### src/rtl/core/wv3_pkg.sv
// ---------------------------------------------------------------------------
// wv3_pkg
// Widths, register codes and shared types for the 3x3 window variance block.
// ---------------------------------------------------------------------------
package wv3_pkg;

  localparam int unsigned SAMPLE_W  = 16;
  localparam int unsigned COORD_W   = 12;
  localparam int unsigned DIM_W     = 13;
  localparam int unsigned VAR_W     = 37;
  localparam int unsigned CFG_IDX_W = 2;

  localparam int unsigned MAX_WIDTH = 4096;
  localparam int unsigned LINE_AW   = $clog2(MAX_WIDTH);
  localparam int unsigned WIN       = 3;
  localparam int unsigned WIN_N     = WIN * WIN;

  localparam int unsigned MID_DEPTH = 4;
  localparam int unsigned MID_AW    = $clog2(MID_DEPTH);
  localparam int unsigned MID_CNT_W = $clog2(MID_DEPTH + 1);

  localparam int unsigned SUM_W = SAMPLE_W + 4;
  localparam int unsigned SQ_W  = 2 * SAMPLE_W;
  localparam int unsigned QS_W  = SQ_W + 2;
  localparam int unsigned SS_W  = VAR_W + 1;

  localparam logic [DIM_W-1:0] DIM_MIN   = DIM_W'(3);
  localparam logic [DIM_W-1:0] DIM_MAX   = DIM_W'(4096);
  localparam logic [DIM_W-1:0] WIDTH_MAX = (MAX_WIDTH < 4096) ? DIM_W'(MAX_WIDTH) : DIM_MAX;
  localparam logic [DIM_W-1:0] WIDTH_RST = DIM_W'(640);
  localparam logic [DIM_W-1:0] HEIGHT_RST = DIM_W'(480);

  typedef enum logic [CFG_IDX_W-1:0] {
    CFG_IMAGE_WIDTH  = 2'd0,
    CFG_IMAGE_HEIGHT = 2'd1
  } cfg_idx_e;

  typedef logic [WIN_N-1:0][SAMPLE_W-1:0] win_t;

  typedef struct packed {
    logic [COORD_W-1:0] row;
    logic [COORD_W-1:0] col;
    logic               last;
  } meta_t;

  typedef struct packed {
    win_t  win;
    meta_t meta;
  } mid_entry_t;

  typedef struct packed {
    logic                 empty;
    logic [MID_CNT_W-1:0] count;
  } mid_stat_t;

endpackage

### src/rtl/core/wv3_queue.sv
// ---------------------------------------------------------------------------
// wv3_queue
// Short first-in first-out queue of interior windows between front and back.
// ---------------------------------------------------------------------------
module wv3_queue import wv3_pkg::*; (
  input  logic       clk_i,
  input  logic       rst_ni,
  input  logic       push_i,
  input  mid_entry_t entry_i,
  input  logic       pop_i,
  output mid_entry_t entry_o,
  output mid_stat_t  stat_o
);

  mid_entry_t           slot_q [MID_DEPTH];
  logic [MID_AW-1:0]    wr_ptr_q, rd_ptr_q;
  logic [MID_CNT_W-1:0] count_q;
  logic                 do_push, do_pop;

  assign do_push = push_i && (count_q != MID_CNT_W'(MID_DEPTH));
  assign do_pop  = pop_i && (count_q != '0);

  always_ff @(posedge clk_i) begin
    if (do_push) begin
      slot_q[wr_ptr_q] <= entry_i;
    end
  end

  always_ff @(posedge clk_i or negedge rst_ni) begin
    if (!rst_ni) begin
      wr_ptr_q <= '0;
      rd_ptr_q <= '0;
      count_q  <= '0;
    end else begin
      if (do_push) begin
        wr_ptr_q <= wr_ptr_q + MID_AW'(1);
      end
      if (do_pop) begin
        rd_ptr_q <= rd_ptr_q + MID_AW'(1);
      end
      count_q <= count_q + MID_CNT_W'(do_push) - MID_CNT_W'(do_pop);
    end
  end

  assign entry_o      = slot_q[rd_ptr_q];
  assign stat_o.empty = count_q == '0;
  assign stat_o.count = count_q;

endmodule

### config.mk
export PLATFORM = sky130hd
export DESIGN_NAME = wv3_queue
export DESIGN_NICKNAME = d
export VERILOG_FILES = /design/src/rtl/core/wv3_pkg.sv /design/src/rtl/core/wv3_queue.sv
export SDC_FILE = /design/constraint.sdc
export NUM_CORES = 1
export LEC_CHECK = 0
export BUFFER_PORTS_ARGS = -buffer_cell sky130_fd_sc_hd__clkbuf_2
export CAP_MARGIN = 20
export CORE_UTILIZATION = 50
export CTS_CLUSTER_DIAMETER = 100
export CTS_CLUSTER_SIZE = 12
export DETAILED_ROUTE_END_ITERATION = 10
export PLACE_DENSITY = 0.71
export SETUP_SLACK_MARGIN = 0.4
export SKIP_CTS_REPAIR_TIMING = 1
export SLEW_MARGIN = 0
export SYNTH_ARGS = -nofsm -noshare
export SYNTH_HDL_FRONTEND = slang
export SYNTH_SLANG_ARGS = --single-unit
### constraint.sdc
create_clock -name clk_i -period 6.8 [get_ports clk_i]
set_input_delay 1.36 -clock clk_i [delete_from_list [all_inputs] [get_ports clk_i]]
set_output_delay 1.36 -clock clk_i [all_outputs]
set_load 0.02 [all_outputs]
Yosys cells after proc, flatten, opt, wreduce, memory -nomap -nowiden
Memory sizes are Yosys's and may differ from the RTL's.
Cells that the tools add are included.
{"block": "totals", "regBits": 7, "ramBits": 676, "input_bits": 173, "out_inout_bits": 173, "elab_cells": 15, "memories": 1}
{"name": "slot_q", "depth": 4, "word_bits": 169, "read_ports": 1, "rd_ports_with_merged_regs": 0, "wr": 1, "line_no": "wv3_queue.sv:15", "text": "mid_entry_t slot_q [MID_DEPTH];"}
{"block": "op_classes", "addsub": 4, "eq_ne": 1, "muxes": 2, "reduce_logical": 4}
{"operator": "2-bit by 1-bit adder with 2-bit output (second input constant)", "count": 2}
{"operator": "3-bit by 1-bit adder with 3-bit output", "count": 1}
{"operator": "3-bit zero test", "count": 1}
{"operator": "3-bit inequality test (second input constant)", "count": 1}
{"operator": "3-bit nonzero test", "count": 1}
{"operator": "3-bit by 1-bit subtractor with 3-bit output", "count": 1}
{"operator": "1-bit logical AND", "count": 2}
{"operator": "1-bit 2-to-1 mux", "count": 2}

Depth between registers and ports, before layout
{"block": "depth", "depth_word": 4, "ltp_mapped": 9, "depth_no_buf": 9}

Least setup slack after synthesis
Ideal clock, no wire load.
{"block": "synth_path", "path_kind": "input to register", "from": "input port push_i", "to": "memory slot_q[0][0] in the netlist's numbering (enable)", "setup_ps": 551, "arrival_time_ps": 5285, "required_time_ps": 6249, "setup_slack_ps": 964, "cell_stages": 1, "n_path_buf": 0, "path_cell_list": "and3b_1"}
{"block": "synth_via", "elab_chain_len": 3}
{"element": "start, declared", "line_no": "wv3_queue.sv:8", "text": "input logic push_i,"}
{"element": "1-bit logical AND", "line_no": "wv3_queue.sv:20", "text": "assign do_push = push_i && (count_q != MID_CNT_W'(MID_DEPTH));"}
{"element": "1-bit 2-to-1 mux", "line_no": "wv3_queue.sv:24", "text": "if (do_push) begin"}
{"element": "1-bit 2-to-1 mux (implied by the code)", "line_no": "wv3_queue.sv:25", "text": "slot_q[wr_ptr_q] <= entry_i;"}
{"element": "end, declared", "line_no": "wv3_queue.sv:15"}
Every way passes these cells.

==> out/metrics.cfg <==
[status]
status = finished clean

[clocking]
path_clk_slew_ns = 0.06
cts_tree = done
clock_latency_ns = 0.58
cts.sinks = 683
clockBufferDepth = 3
h-tree-depth = 3
cts_root_buffer = clkbuf_16
cts_buffers = 66

[critical_path]
cp-start-kind = register
crit_buf_inv = 2
cp_data_required_time_ns = 5.44
cp_max_fo = 85
critPathSlowestCell = dfrtp_4
crit_family = buffers and inverters
reg2reg_slack_ns = 4.07
cp-end-kind = primary output
crit_chain = buf_12 -> mux4_2 -> clkbuf_2
path_class = reg2out
crit_path_max_incr_delay_ns = 0.68
cp.arrival_ns = 2.78

[synth]
synth_cell_types = 20
netlist_area_um2 = 24820
syn-num-nets = 1104
synthTopCellsByArea = edfxtp_1, mux4_2, dfrtp_1
yosys.area.top_type = edfxtp_1
avgSynthCellArea_um2 = 26.86
yosys_warnings = 0
synth_cells = 924
synth-seq-area-share_pct = 82.50
ys_ff_latch = 683
yosysTopAreaCellShare_pct = 81.79

[floorplan]
die_h_um = 224.8
die_w_um = 224.8
ios = 346
core_um2 = 48950
fp.dieArea_um2 = 50530
start_util_pct = 50.70
row_count = 81

[layout]
drive_gt1_share_pct = 45.48
fin_cells = 1994
nNetsFinal = 1491
syn_to_final_growth_pct = 17.34
final_common_cell = edfxtp_1
final_cell_mix = edfxtp_1, clkbuf_2, mux4_2
fill_cells = 3498

[sta]
drv_slew = 0
hold_ws_ns = 0.5964
worst_slew_pin_slew_ns = 0.9419
fmax_mhz = 241.4
setup_viol = 0
setup_slack_ns = 2.658
timing.final.crit_share_pct = 60.91
max-slew-margin-rel_pct = 37.20
period_needed_ns = 4.142
rsz0062_at_grt = false
skew_ns = 0.01659
finalHoldViolations = 0
tns_ns = 0

[grt]
grt_pass1_vias = 11480
track_usage_pct = 18.33
grt_pass1_wl_um = 68500
grt_max_degree = 91
grt_remaining_overflow = 0
use_met3_pct = 7.315
met2_usage_pct = 28.81
grt.met1_usage_pct = 23.74
grt.busiest_layer = met2
antenna_found_initial = 4

[power]
power_w = 0.01317
max-vdd-ir-drop_uv = 407.0
p_leak_nw = 9.872
power_density_nw_per_um2 = 452.2

[placement]
place_congestion = 0.7276
io_buffer_count = 345
pre_cts_slack_ns = 3.205
dpl.cell_count = 1907
hpwl_um = 26270

[run]
drv_cap = 0

[min_path]
hp-class = reg2reg

[detailed_routing]
final_antenna_net_count = 0
first_iter_violations = 665
drc = 0
drtPass1Iterations = 4
finalWirelength_um = 45770
vias_per_cell = 5.501
routed-via-count = 10970
wire_per_inst_um = 22.96

-- registers in the layout, summed over array words and instances, names as in the netlist --
signal    flops
count_q       3
slot_q      676
wr_ptr_q      2
rd_ptr_q      2
-- path summary, 6_finish.rpt --
kind | startpoint | endpoint | cells past startpoint
worst max-delay path | rd_ptr_q[0] | entry_o[59] | 3
worst min-delay path | wr_ptr_q[1] | wr_ptr_q[1] | 2
worst max register to register | count_q[1] | slot_q[1][110] | 3
worst min register to register | wr_ptr_q[1] | wr_ptr_q[1] | 2
max in group asynchronous | rst_ni | rd_ptr_q[0] | 1
min in group asynchronous | rst_ni | count_q[2] | 1
-- where the power goes --
group          leakage (nW)  internal, W  switching [W]
combinational          2.73      0.00164        0.00252
clock                 0.874      0.00181        0.00139
sequential             6.27      0.00555       0.000258
-- per-stage QoR --
stage | area [um^2] | util, %
2_1_floorplan | 24820 | -
3_3_place_gp | 27320 | 55.81
3_5_place_dp | 27320 | 55.81
4_1_cts | 29110 | 59.47
5_1_grt | 29120 | 59.48
6_report | 29120 | 59.49
-- layer usage --
layer,wire [um],vias up
li1,-,4769
met1,18070,5793
met2,22740,329
met3,3972,73
met4,965,4
met5,27,-
-- worst register-to-register path, stage by stage (launching register included) --
cell	delay, ns
dfrtp_1	0.54
nor3b_1	0.19
and3b_4	0.82
buf_4	0.75
-- logic make-up after synthesis --
| group | share of synthesized area (%) |
|---|---|
| XOR/XNOR | 0.1412 |
| AND/OR/NAND/NOR | 0.3982 |
| buffers and inverters | 1.114 |
| flip-flops | 82.50 |
| adder cells (fa/ha/maj) | 0.3832 |
| AO/OA/AOI/OAI | 0.1260 |
| multiplexers | 15.34 |
-- Yosys cell counts --
| cell type | count |
|---|---|
| ha_1 | 6 |
| nand4bb_1 | 2 |
| nor3b_1 | 1 |
| buf_4 | 1 |
| nor3_1 | 1 |
| o211ai_1 | 2 |
| edfxtp_1 | 676 |
| mux4_2 | 169 |
| inv_1 | 6 |
| buf_6 | 11 |
| nand2_1 | 1 |
| fa_1 | 1 |
| nand2b_1 | 4 |
| and3b_1 | 4 |
| o311ai_0 | 1 |
| xnor2_1 | 4 |
| dfrtp_1 | 7 |
| clkbuf_1 | 6 |
| buf_2 | 20 |
| o31ai_1 | 1 |
-- area by class of cell --
type | count | area [um^2] | area share (%)
timing repair buffer | 357 | 1904 | 6.540
clock buffer | 81 | 1772 | 6.084
tap | 664 | 830.8 | 2.853
clock inverter | 2 | 17.52 | 0.06015
inverter | 6 | 22.52 | 0.07734
antenna | 4 | 10.01 | 0.03437
multi-input combinational | 197 | 4081 | 14.02
sequential | 683 | 20480 | 70.34
Note: power is estimated with default switching activity, not from simulation.
